==> config.mk <==
export PLATFORM = sky130hd
export DESIGN_NAME = glzw_ram
export DESIGN_NICKNAME = d
export VERILOG_FILES = /design/src/sv/glzw_ram.sv
export SDC_FILE = /design/constraint.sdc
export NUM_CORES = 2
export LEC_CHECK = 0
export BUFFER_PORTS_ARGS = -buffer_cell sky130_fd_sc_hd__clkbuf_2
export CORE_ASPECT_RATIO = 1.4
export CORE_MARGIN = 2
export CORE_UTILIZATION = 45
export CTS_CLUSTER_DIAMETER = 200
export DETAILED_ROUTE_END_ITERATION = 12
export GPL_TIMING_DRIVEN = 0
export PLACE_DENSITY = 0.67
export REMOVE_ABC_BUFFERS = 1
export SYNTH_ARGS = -nofsm -noshare
export SYNTH_HDL_FRONTEND = slang
export SYNTH_SLANG_ARGS = --single-unit
export TNS_END_PERCENT = 50
==> constraint.sdc <==
create_clock -name i_clk -period 2.15 [get_ports i_clk]
set_clock_uncertainty 0.05 [all_clocks]
set_input_delay 0.1075 -clock i_clk [delete_from_list [all_inputs] [get_ports i_clk]]
set_output_delay 0.1075 -clock i_clk [all_outputs]
set_load 0.01 [all_outputs]
==> src/sv/glzw_ram.sv <==
module glzw_ram #(
    parameter int WIDTH = 8,
    parameter int DEPTH = 256
) (
    input  logic                     i_clk,
    input  logic                     i_we,
    input  logic [$clog2(DEPTH)-1:0] i_waddr,
    input  logic [WIDTH-1:0]         i_wdata,
    input  logic                     i_re,
    input  logic [$clog2(DEPTH)-1:0] i_raddr,
    output logic [WIDTH-1:0]         o_rdata
);

    bit   [WIDTH-1:0] r_mem [DEPTH];
    logic [WIDTH-1:0] r_rdata;

    // A read of the address being written returns the old contents.
    always_ff @(posedge i_clk) begin
        if (i_we) begin
            r_mem[i_waddr] <= i_wdata;
        end
        if (i_re) begin
            r_rdata <= r_mem[i_raddr];
        end
    end

    assign o_rdata = r_rdata;

endmodule

# Yosys cells after proc, flatten, opt, wreduce, memory -nomap -nowiden
# Memories as Yosys holds them, arrays and structs flattened. A register that Yosys moved wholly into a read port is not among the register bits.
# Index checks and enable logic that the tools add are counted.
# totals
inputBits,27
reg_bits,0
out_inout_bits,8
mem_bits_rw,2048
n_memories,1
# memory_table
memory,depth,word_bits,rd,rd_ports_with_merged_regs,wr,line_no,rtl
r_mem,256,8,1,1,1,14,bit [WIDTH-1:0] r_mem [DEPTH];
# op_classes
muxes,2
# op_table
op,n
1-bit two-way mux,2

# Longest topological paths before layout
# logic_depth
depth_word,2
depth_mapped,11

# Least setup slack after synthesis
# No wires, ideal clock.
# synth_path
path_type,input to register
startpoint,input port i_raddr[0]
endpoint,register r_rdata[2] (netlist: o_rdata[2]) (read register of r_mem) (data pin)
n_path_buf,4
t_required_ps,1831
stages,9
slack_ps,-84
arrival_ps,1915
cell_sequence,buf_6 -> buf_12 -> buf_8 -> buf_2 -> mux4_2 -> a22oi_1 -> a21oi_1 -> nor4_1 -> nor4_2
# synth_lines
element,line_no,rtl
"start, declared",10,"input logic [$clog2(DEPTH)-1:0] i_raddr,"
"end, declared",15,logic [WIDTH-1:0] r_rdata;

==> summary.txt <==
Run status
  • Status: finished, violations left
  • Violations in the final reports: setup timing

Timing
  • Min Tclk post-route: between 2 and 3 ns
  • Max frequency: 380.2 MHz
  • Worst-Margin Slew: ~1.2 ns
  • Max-slew violation count: 0
  • Final setup viols: 24
  • Fin. Hold Viols: 0
  • Worst setup margin: -0.4799 ns
  • RSZ-0062 raised after global routing: yes
  • Max_slew headroom: 0.1739
  • Period utilization: 1.223

Floorplanning
  • Die Ht: 501.8 um
  • IO Pins: 35
  • Site row count: ~180
  • Placeable Area: about 180000 um2
  • Die width: ~360 um
  • Die area: ~180000 um2
  • Starting Density: 0.4530

Synth
  • Distinct cells, synth: 54
  • Top-area cell type share of the netlist area: 0.7753
  • Yosys top cell by area: edfxtp_1
  • Count leader, synth: edfxtp_1
  • Seq/Total Area, Yosys: 0.7753
  • Cells after synthesis: roughly 3700
  • Top cells by count, synth: edfxtp_1 (2056), mux4_2 (454), nor2_1 (282)
  • Post-Syn Area per Cell: approximately 21 um2
  • Post-synth EDFFs: between 2000 and 2500
  • Synth area leaders: edfxtp_1 (78%), mux4_2 (13%), mux2i_1 (1.7%), nor2_1 (1.3%), a22oi_1 (1.3%)
  • Mapped Area: ~80000 um2
  • Synth warn: 0
  • Ys async rst share: 0
  • Ys flop type: edfxtp_1
  • Synth Register Bits: between 2000 and 2500

Placement
  • Placement Cell Area: 82560 um2
  • Port buffer count: 34
  • Routability-driven placement congestion ratio: 0.8386
  • Pre-CTS setup slack: -4.275 ns
  • DP Wirelength: between 100 and 150 mm

Finish
  • Area Growth Syn to Fin: 13.38%
  • Final nets: a little under 4000
  • Post-layout util: 0.5136
  • Share of layout cells above drive strength 1: 0.2476
  • Finished layout cell area: around 90000 um2

Clock network
  • CTS tree: built
  • # H-tree levels: 4
  • Root buffer cell: clkbuf_16
  • Clk_lat worst skew: 0.82 ns
  • Clk buf depth: 3
  • Cts bufs inserted: roughly 180
  • Reg clk slew, reported paths: around 0.060 ns
  • Clock Sinks: roughly 2000

Detailed routing
  • Starting DRT DRC Count: 4352
  • DR vias: just under 40000
  • Routed len/inst: roughly 32 um
  • Vias per std cell: about 6
  • Detailed-router iteration count before antenna repair: 7
  • DRT Wirelength: approximately 200 mm
  • Final ANT Viol Nets: 0
  • # DRC: 0

GRT
  • First-pass GRT wire length: around 280 mm
  • Grt ovf: 0
  • Largest net degree at the start of global routing: around 150
  • Initial antenna violation count: 14
  • Vias in the first global route: just under 40000
  • Total Routing Usage GR: 0.2187

Setup path
  • CP Launch Point: i_raddr[5]
  • Element type at the critical path end: flip-flop
  • R2R setup slack: -0.47 ns
  • R2r worst-path depth: 6
  • Critical Path RT: ~2.7 ns
  • FF-to-FF Start: r_mem[139][0]
  • Worst-path fanout max: 25
  • CP Class: in2reg
  • Critical path arrival: between 3 and 4 ns
  • FF-to-FF End: o_rdata[0]
  • Setup crit start kind: input pin

Job
  • Max Cap Violations: 0

Min path
  • Hold/Removal Path Class: in2reg
  • Worst Hold Endpoint: r_mem[162][7]
  • Hold path depth: 1
  • Worst hold start: i_wdata[7]

Pwr
  • Static Leakage: around 28 nW
  • Cell area power density: 901.0 nW/um2
  • Maximum VDD drop: ~0.8 mV
-- power breakdown --
part           switching [mW]  leakage [nW]  internal [mW]
Combinational            2.85          6.19           1.61
Sequential             0.0240          18.5           44.2
Clock                    14.2          2.86           18.4
-- stage by stage --
stage	cells	setup TNS [ns]	power, mW	hold slack, ns
3_3_place_gp	5834	-8460.47	50.73	0.3981
3_5_place_dp	5881	-1468.03	49.01	0.4261
2_1_floorplan	3500	-3.704	46.64	0.1564
4_1_cts	6256	-3.711	81.64	0.007686
6_report	6260	-4.035	81.35	0.002239
5_1_grt	6260	-3.270	83.26	0.02602
-- layout by cell type (no fill, tap or decap), drive strengths merged, types with 10 or more instances in the layout --
| master | n |
|---|---|
| nor2b | 31 |
| nor4 | 27 |
| edfxtp | 2056 |
| dlygate4sd3 | 10 |
| o221ai | 47 |
| nand3 | 34 |
| bufbuf | 18 |
| nand4 | 10 |
| bufinv | 22 |
| clkbuf | 260 |
| clkinv | 65 |
| o22ai | 28 |
| nor3 | 22 |
| a221oi | 14 |
| o211ai | 10 |
| nand2 | 33 |
| mux4 | 456 |
| a22oi | 133 |
| a21oi | 96 |
| nor2 | 282 |
| o21ai | 12 |
| a211oi | 16 |
| buf | 68 |
| mux2i | 134 |
-- cell type report --
type	instances	area, um2
clock inverters	100	1125
fillers	13431	85510
clock buffers	224	4776
flip-flops and latches	2056	61740
multi-input cells	1444	17420
diodes	2	5.005
inverters	2	20.02
repair buffers	132	2326
well taps	2300	2878
-- flip-flops by register name, summed over array words and instances (netlist names) --
name	count
r_mem	2048
o_rdata	8
-- worst max-delay path by stage --
stage | end | slack [ns] | cells past startpoint
after global placement | o_rdata[1] | -20.70 | 7
after CTS | o_rdata[4] | -0.44 | 5
after floorplan | o_rdata[6] | -0.50 | 6
after global routing | o_rdata[0] | -0.45 | 5
final | o_rdata[3] | -0.48 | 6
after detailed placement | o_rdata[4] | -4.27 | 12
-- kinds of logic (layout without fill, tap and decap cells) --
kind of cell / after synthesis / after routing / share of synthesized area
AOI/OAI and AO/OA: 385 / 385 / 0.03416
buffers and inverters: 235 / 458 / 0.01829
DFF: 2056 / 2056 / 0.7753
muxes: 591 / 591 / 0.1460
other: 0 / 2 / 0
and+or+nand+nor: 466 / 468 / 0.02625
-- routing by layer --
layer  global-route usage  vias to the layer above  wire length [um]
met5                    0                        -                85
met4              0.08711                       14              8232
met3              0.03878                      373             15580
met2               0.3839                     1914            103900
met1               0.2695                    20454             70230
li1                     -                    15852                 -
-- critical path: stages --
cell	delay [ns]
clkbuf_2	0.87
nand2b_1	0.76
or2_2	0.53
o221ai_1	0.30
a211oi_2	0.13
nor4_4	0.38
-- what timing repair did --
| item | 4_1_cts | 5_1_grt |
|---|---|---|
| endpoints found under the hold margin | 307 | 0 |
| gates cloned | 23 | 0 |
| buffers inserted | 18 | 2 |
| hold buffers | 10 | 0 |
| gates resized for setup | 138 | 35 |
| setup endpoints to repair | 666 | 437 |
| pin swaps | 25 | 9 |
Note: power is estimated with default switching activity, not from simulation.
