--- src/sv/glzw_pkg.sv ---
package glzw_pkg;

    localparam int DATA_BITS   = 8;
    localparam int SYMBOLS     = 256;
    localparam int CODE_W      = 12;
    localparam int CWIDTH_W    = 4;
    localparam int CLEAR_CODE  = 256;
    localparam int FIRST_FREE  = 258;
    localparam int START_WIDTH = 9;
    // Wide enough to compare a free-code count against the mask of a 12-bit code.
    localparam int CMP_W       = CODE_W + 1;

    typedef struct packed {
        logic [CODE_W-1:0]   code;
        logic [CWIDTH_W-1:0] code_width;
        logic                final_code;
    } t_result;

endpackage

--- src/sv/glzw_code_if.sv ---
interface glzw_code_if import glzw_pkg::*; ();

    logic                valid;
    logic                ready;
    logic [CODE_W-1:0]   code;
    logic [CWIDTH_W-1:0] code_width;
    logic                final_code;

    modport source (output valid, output code, output code_width, output final_code,
                    input ready);
    modport sink   (input valid, input code, input code_width, input final_code,
                    output ready);

endinterface

--- src/sv/glzw_out_fifo.sv ---
module glzw_out_fifo import glzw_pkg::*; (
    input  logic        i_clk,
    input  logic        i_rst_n,
    input  logic [1:0]  i_cnt,
    input  t_result     i_items [3],
    output logic [2:0]  o_level,
    glzw_code_if.source o_code
);

    t_result    r_mem [4];
    logic [1:0] r_wptr;
    logic [1:0] r_rptr;
    logic [2:0] r_level;
    logic [2:0] n_level;
    logic       pop;

    assign pop     = o_code.valid && o_code.ready;
    assign n_level = r_level + 3'(i_cnt) - 3'(pop);

    always_ff @(posedge i_clk) begin
        if (!i_rst_n) begin
            r_wptr  <= '0;
            r_rptr  <= '0;
            r_level <= '0;
        end else begin
            r_wptr  <= r_wptr + i_cnt;
            r_rptr  <= r_rptr + 2'(pop);
            r_level <= n_level;
        end
    end

    // Up to three items go in per cycle, packed from slot zero.
    always_ff @(posedge i_clk) begin
        for (int k = 0; k < 3; k++) begin
            if (2'(k) < i_cnt) begin
                r_mem[r_wptr + 2'(k)] <= i_items[k];
            end
        end
    end

    assign o_code.valid      = (r_level != 3'd0);
    assign o_code.code       = r_mem[r_rptr].code;
    assign o_code.code_width = r_mem[r_rptr].code_width;
    assign o_code.final_code = r_mem[r_rptr].final_code;
    assign o_level           = r_level;

endmodule
--- src/flat_wrapper.sv ---
// flat-port wrapper written by rule: the top's interface ports become plain ports
module glzw_out_fifo_flat import glzw_pkg::*;
  (i_clk, i_rst_n, i_cnt, i_items, o_level, o_code_valid, o_code_code, o_code_code_width, o_code_final_code, o_code_ready);
  glzw_code_if o_code_i ();
  input  logic i_clk;
  input  logic i_rst_n;
  input  logic [1:0] i_cnt;
  input  t_result i_items[3];
  output logic [2:0] o_level;
  output wire logic [$bits(o_code_i.valid)-1:0] o_code_valid;
  output wire logic [$bits(o_code_i.code)-1:0] o_code_code;
  output wire logic [$bits(o_code_i.code_width)-1:0] o_code_code_width;
  output wire logic [$bits(o_code_i.final_code)-1:0] o_code_final_code;
  input wire logic [$bits(o_code_i.ready)-1:0] o_code_ready;
  assign o_code_valid = o_code_i.valid;
  assign o_code_code = o_code_i.code;
  assign o_code_code_width = o_code_i.code_width;
  assign o_code_final_code = o_code_i.final_code;
  assign o_code_i.ready = o_code_ready;
  glzw_out_fifo u_core (.i_clk(i_clk), .i_rst_n(i_rst_n), .i_cnt(i_cnt), .i_items(i_items), .o_level(o_level), .o_code(o_code_i));
endmodule
--- config.mk ---
export PLATFORM = sky130hd
export DESIGN_NAME = glzw_out_fifo_flat
export DESIGN_NICKNAME = d
export VERILOG_FILES = /design/src/sv/glzw_pkg.sv /design/src/sv/glzw_code_if.sv /design/src/sv/glzw_out_fifo.sv /design/src/flat_wrapper.sv
export SDC_FILE = /design/constraint.sdc
export NUM_CORES = 1
export LEC_CHECK = 0
export BUFFER_PORTS_ARGS = -buffer_cell sky130_fd_sc_hd__buf_2
export CORE_UTILIZATION = 55
export CTS_CLUSTER_DIAMETER = 50
export DETAILED_ROUTE_END_ITERATION = 10
export GPL_TIMING_DRIVEN = 0
export PLACE_DENSITY = 0.78
export SKIP_CTS_REPAIR_TIMING = 1
export SLEW_MARGIN = 40
export SYNTH_ARGS = -nofsm -noshare
export SYNTH_HDL_FRONTEND = slang
export SYNTH_SLANG_ARGS = --single-unit
--- constraint.sdc ---
create_clock -name i_clk -period 3.9 [get_ports i_clk]
set_input_delay 0.975 -clock i_clk [delete_from_list [all_inputs] [get_ports i_clk]]
set_output_delay 0.975 -clock i_clk [all_outputs]
set_load 0.005 [all_outputs]
Word-level counts from Yosys, hierarchy flattened
Memory sizes are Yosys's and may differ from the RTL's. A register that Yosys moved wholly into a read port is not among the register bits.
Cells that the tools add are included.
Word-level totals
  flip-flop bits (word level): 7
  logic and storage cells: 22
  RAM bits: 68
  input bits: 56
  memories kept: 1
Cells by class
  $lt $le $gt $ge: 3
  reductions and logical operators: 2
  $add $sub $neg: 6
  multiplexer cells: 7
Memory list
  u_core.r_mem: depth 4, bits a word 17, rd ports 1, clocked after memory_dff 1, wr ports 3, RTL line glzw_out_fifo.sv:10  | t_result r_mem [4];
Operators by type and width (count)
  $mux W1: 6
  $lt A1 B2 Y1 const A: 2
  $add A3 B2 Y3: 1
  $reduce_bool A3 Y1: 1
  $sub A3 B1 Y3: 1
  $add A2 B1 Y2: 1
  $add A2 B1 Y2 const B: 1
  $add A2 B2 Y2: 1
  $add A2 B2 Y2 const B: 1
  $lt A2 B2 Y1 const A: 1
  $mux W2: 1
  $logic_and A1 B1 Y1: 1

Depth between registers and ports, before layout
  depth in word-level cells: 4
  gate-level depth with buffers: 8
  gate-level depth less buffers: 8

Worst setup path after synthesis
OpenSTA, ideal clock, no wires.
  path type: input-to-reg
  from: input i_cnt[1]
  to: memory u_core.r_mem[2][0] (netlist bit) (enable)
  slack: 0.713 ns
  arrival time: 2.770 ns
  path buffers: 2
  library setup time: 0.418 ns
  cell stages on the path: 5
  data required time: 3.482 ns
  cell sequence: buf_6 -> buf_4 -> o21a_1 -> nor2_1 -> a211oi_1
RTL lines
  start, declared: RTL line flat_wrapper.sv:7  | input logic [1:0] i_cnt;
  end, declared: RTL line glzw_out_fifo.sv:10

==> flow_summary.toml <==
[outcome]
outcome = "finished clean"

[grt]
grt_pass1_vias = 4000
grt_pass1_wl_um = 20020
grt_max_degree = 15
grt_antenna_before_repair = 0
gr-usage-all-layers = 0.3206
grt-ovfl-total = 0

[placed_design]
dp_cells = 627
numPortBuffers = 75
gp_congestion = 0.8875
pre_cts_ws_ps = 1198
dp_hpwl_um = 8649

[layout]
instances_no_fill = 643
drive_gt1_frac = 0.2921
fillers = 609
antennaDiodeCount = 0
areaGrowthSynthToFinish_pct = 19.42
layout_common_cells = "135 x nand2_1, 87 x buf_2, 72 x nor2_1"
nNetsFinal = 596
final_common_cell = "nand2_1"
seq_area_um2 = 2182
multiInputGateArea_um2 = 2029

[synthesis]
syn-mean-instance-area_um2 = 9.984
syn_area_um2 = 4453
ys_seq_area_frac = 0.4900
synth_cells = 446
ys_ff_latch = 75
syn-num-nets = 506
yosys_warnings = 0
ys_types = 36

[route]
wl_met1_um = 4740
routed-via-count = 4068
ant_nets = 0
top_layer_used = "met4"
drt_wl_total_um = 13050
drtPass1Iterations = 7
routed_via_density = 6.327
drc = 0
wl_met2_um = 6266
drt_iter0_drc = 639
wl_per_cell_um = 20.30
wl_met3_um = 1491

[clock_network]
clk_latency_ps = 360
cts_buffers = 9
cts_tree = "done"
htreeDepth = 3
clock_sinks = 75
cts.clk_slew.worst_paths_ps = 70
cts-root-buf = "clkbuf_8"
clock_path_buffers = 2

[timing]
hold_slack_ps = 643.8
setup_tns_ps = 0
worst_slack_ps = 1038
worst_slew_pin_slew_ps = 637.1
finalMaxSlewViolations = 0
rsz0062_at_grt = "no"
fin_crit_sh = 0.7339
post-route-min-period_ps = 2862
fmax_mhz = 349.4
finalHoldViolCount = 0
clock_skew_ps = 9.453
relSlewSlack = 0.5739
setup_viol = 0

[pwr]
cellPowerDensity_nw_per_um2 = 496.2
peakVddDrop_uv = 296.7
finalPower_mw = 2.638
leakage_nw = 2.169

[worst_setup_path]
cp-end-kind = "primary output"
cp-start-kind = "flop"
crit_type = "reg2out"
cp.required_ps = 2920
worstPathMaxFanout = 10
cp.arrival_ps = 1890

[floorplan]
core_area_um2 = 7767
die-height_um = 91.98
initial_core_util = 0.5733
die_area_um2 = 8460
pin_count = 77
rows = 32
die_x_um = 91.98

[min_path]
hold_class = "reg2reg"

[flow_run]
drv_cap = 0
-- stage by stage --
step           area, um2  utilization
2_1_floorplan       4453            -
3_3_place_gp        4956       0.6380
3_5_place_dp        5077       0.6537
4_1_cts             5318       0.6846
5_1_grt             5318       0.6846
6_report            5318       0.6846
-- registers in the layout (all words and copies together) (netlist names) --
register and cells:
u_core.o_level 3, u_core.r_mem 68, u_core.r_rptr 2, u_core.r_wptr 2
-- report_power, final --
group | switching, mW | internal [mW] | leakage, nW
Combinational | 0.426 | 0.387 | 1.34
Sequential | 0.0479 | 1.04 | 0.711
Clock | 0.314 | 0.428 | 0.121
Total | 0.787 | 1.85 | 2.17
-- worst paths after layout --
kind	slack [ps]	end	start	cells past startpoint
worst max-delay path	1040	o_code_code_width[1]	u_core.r_rptr[1]$_SDFF_PN0_	4
worst min-delay path	640	u_core.o_level[2]$_SDFF_PN0_	u_core.o_level[2]$_SDFF_PN0_	2
worst max register to register	1770	u_core.r_mem[2][3]$_DFFE_PP_	u_core.r_wptr[0]$_SDFF_PN0_	5
worst min register to register	640	u_core.o_level[2]$_SDFF_PN0_	u_core.o_level[2]$_SDFF_PN0_	2
-- kinds of logic after synthesis --
logic type / count (synthesis) / synth area share
AND/OR/NAND/NOR: 229 / 0.2231
buffers and inverters: 38 / 0.06490
AO/OA/AOI/OAI: 76 / 0.1090
XOR/XNOR: 6 / 0.01180
adder cells (fa/ha/maj): 4 / 0.01293
multiplexers: 18 / 0.08823
flip-flops: 75 / 0.4900
-- critical path, stage by stage, from the launching register on --
cell     delay, ps
dfxtp_1        320
buf_2          300
buf_2          390
mux4_2         380
buf_2          150
-- layer usage --
layer / vias to the layer above / GRT usage
met4: 0 / 0.2044
met3: 68 / 0.06385
met5: - / 0
li1: 1783 / -
met1: 1872 / 0.3889
met2: 345 / 0.5230
-- final cells by class --
class | count | share of cell area
buffer | 34 | 0.05153
clock buffer | 10 | 0.02400
clock inverter | 6 | 0.02118
inverter | 4 | 0.002824
multi-input combinational | 333 | 0.3816
sequential | 75 | 0.4104
tap | 102 | 0.02400
timing repair buffer | 79 | 0.08447
-- cell usage after synthesis (all sizes together) --
cell     count  area share
nand3b       2      0.0051
nand4        1      0.0028
o21a         1      0.0017
a31oi       68       0.097
a21oi        1      0.0011
xor2         1      0.0020
and3b        2      0.0039
fa           1      0.0045
xnor2        5      0.0098
nor2b        1      0.0014
nand4bb      1      0.0025
or3          1      0.0014
o21ai        2      0.0022
dfxtp        7       0.031
buf         34       0.062
nor2        72       0.061
inv          4      0.0034
o31ai        1      0.0017
a211oi       2      0.0034
mux4        17       0.086
nor3b        1      0.0042
or3b         1      0.0020
mux2i        1      0.0022
nand3        2      0.0034
ha           3      0.0084
and3         1      0.0014
edfxtp      68        0.46
nand4b       2       0.011
nand2      136        0.12
o311ai       1      0.0020
and2         6      0.0084
(Power assumes the default switching activity.)
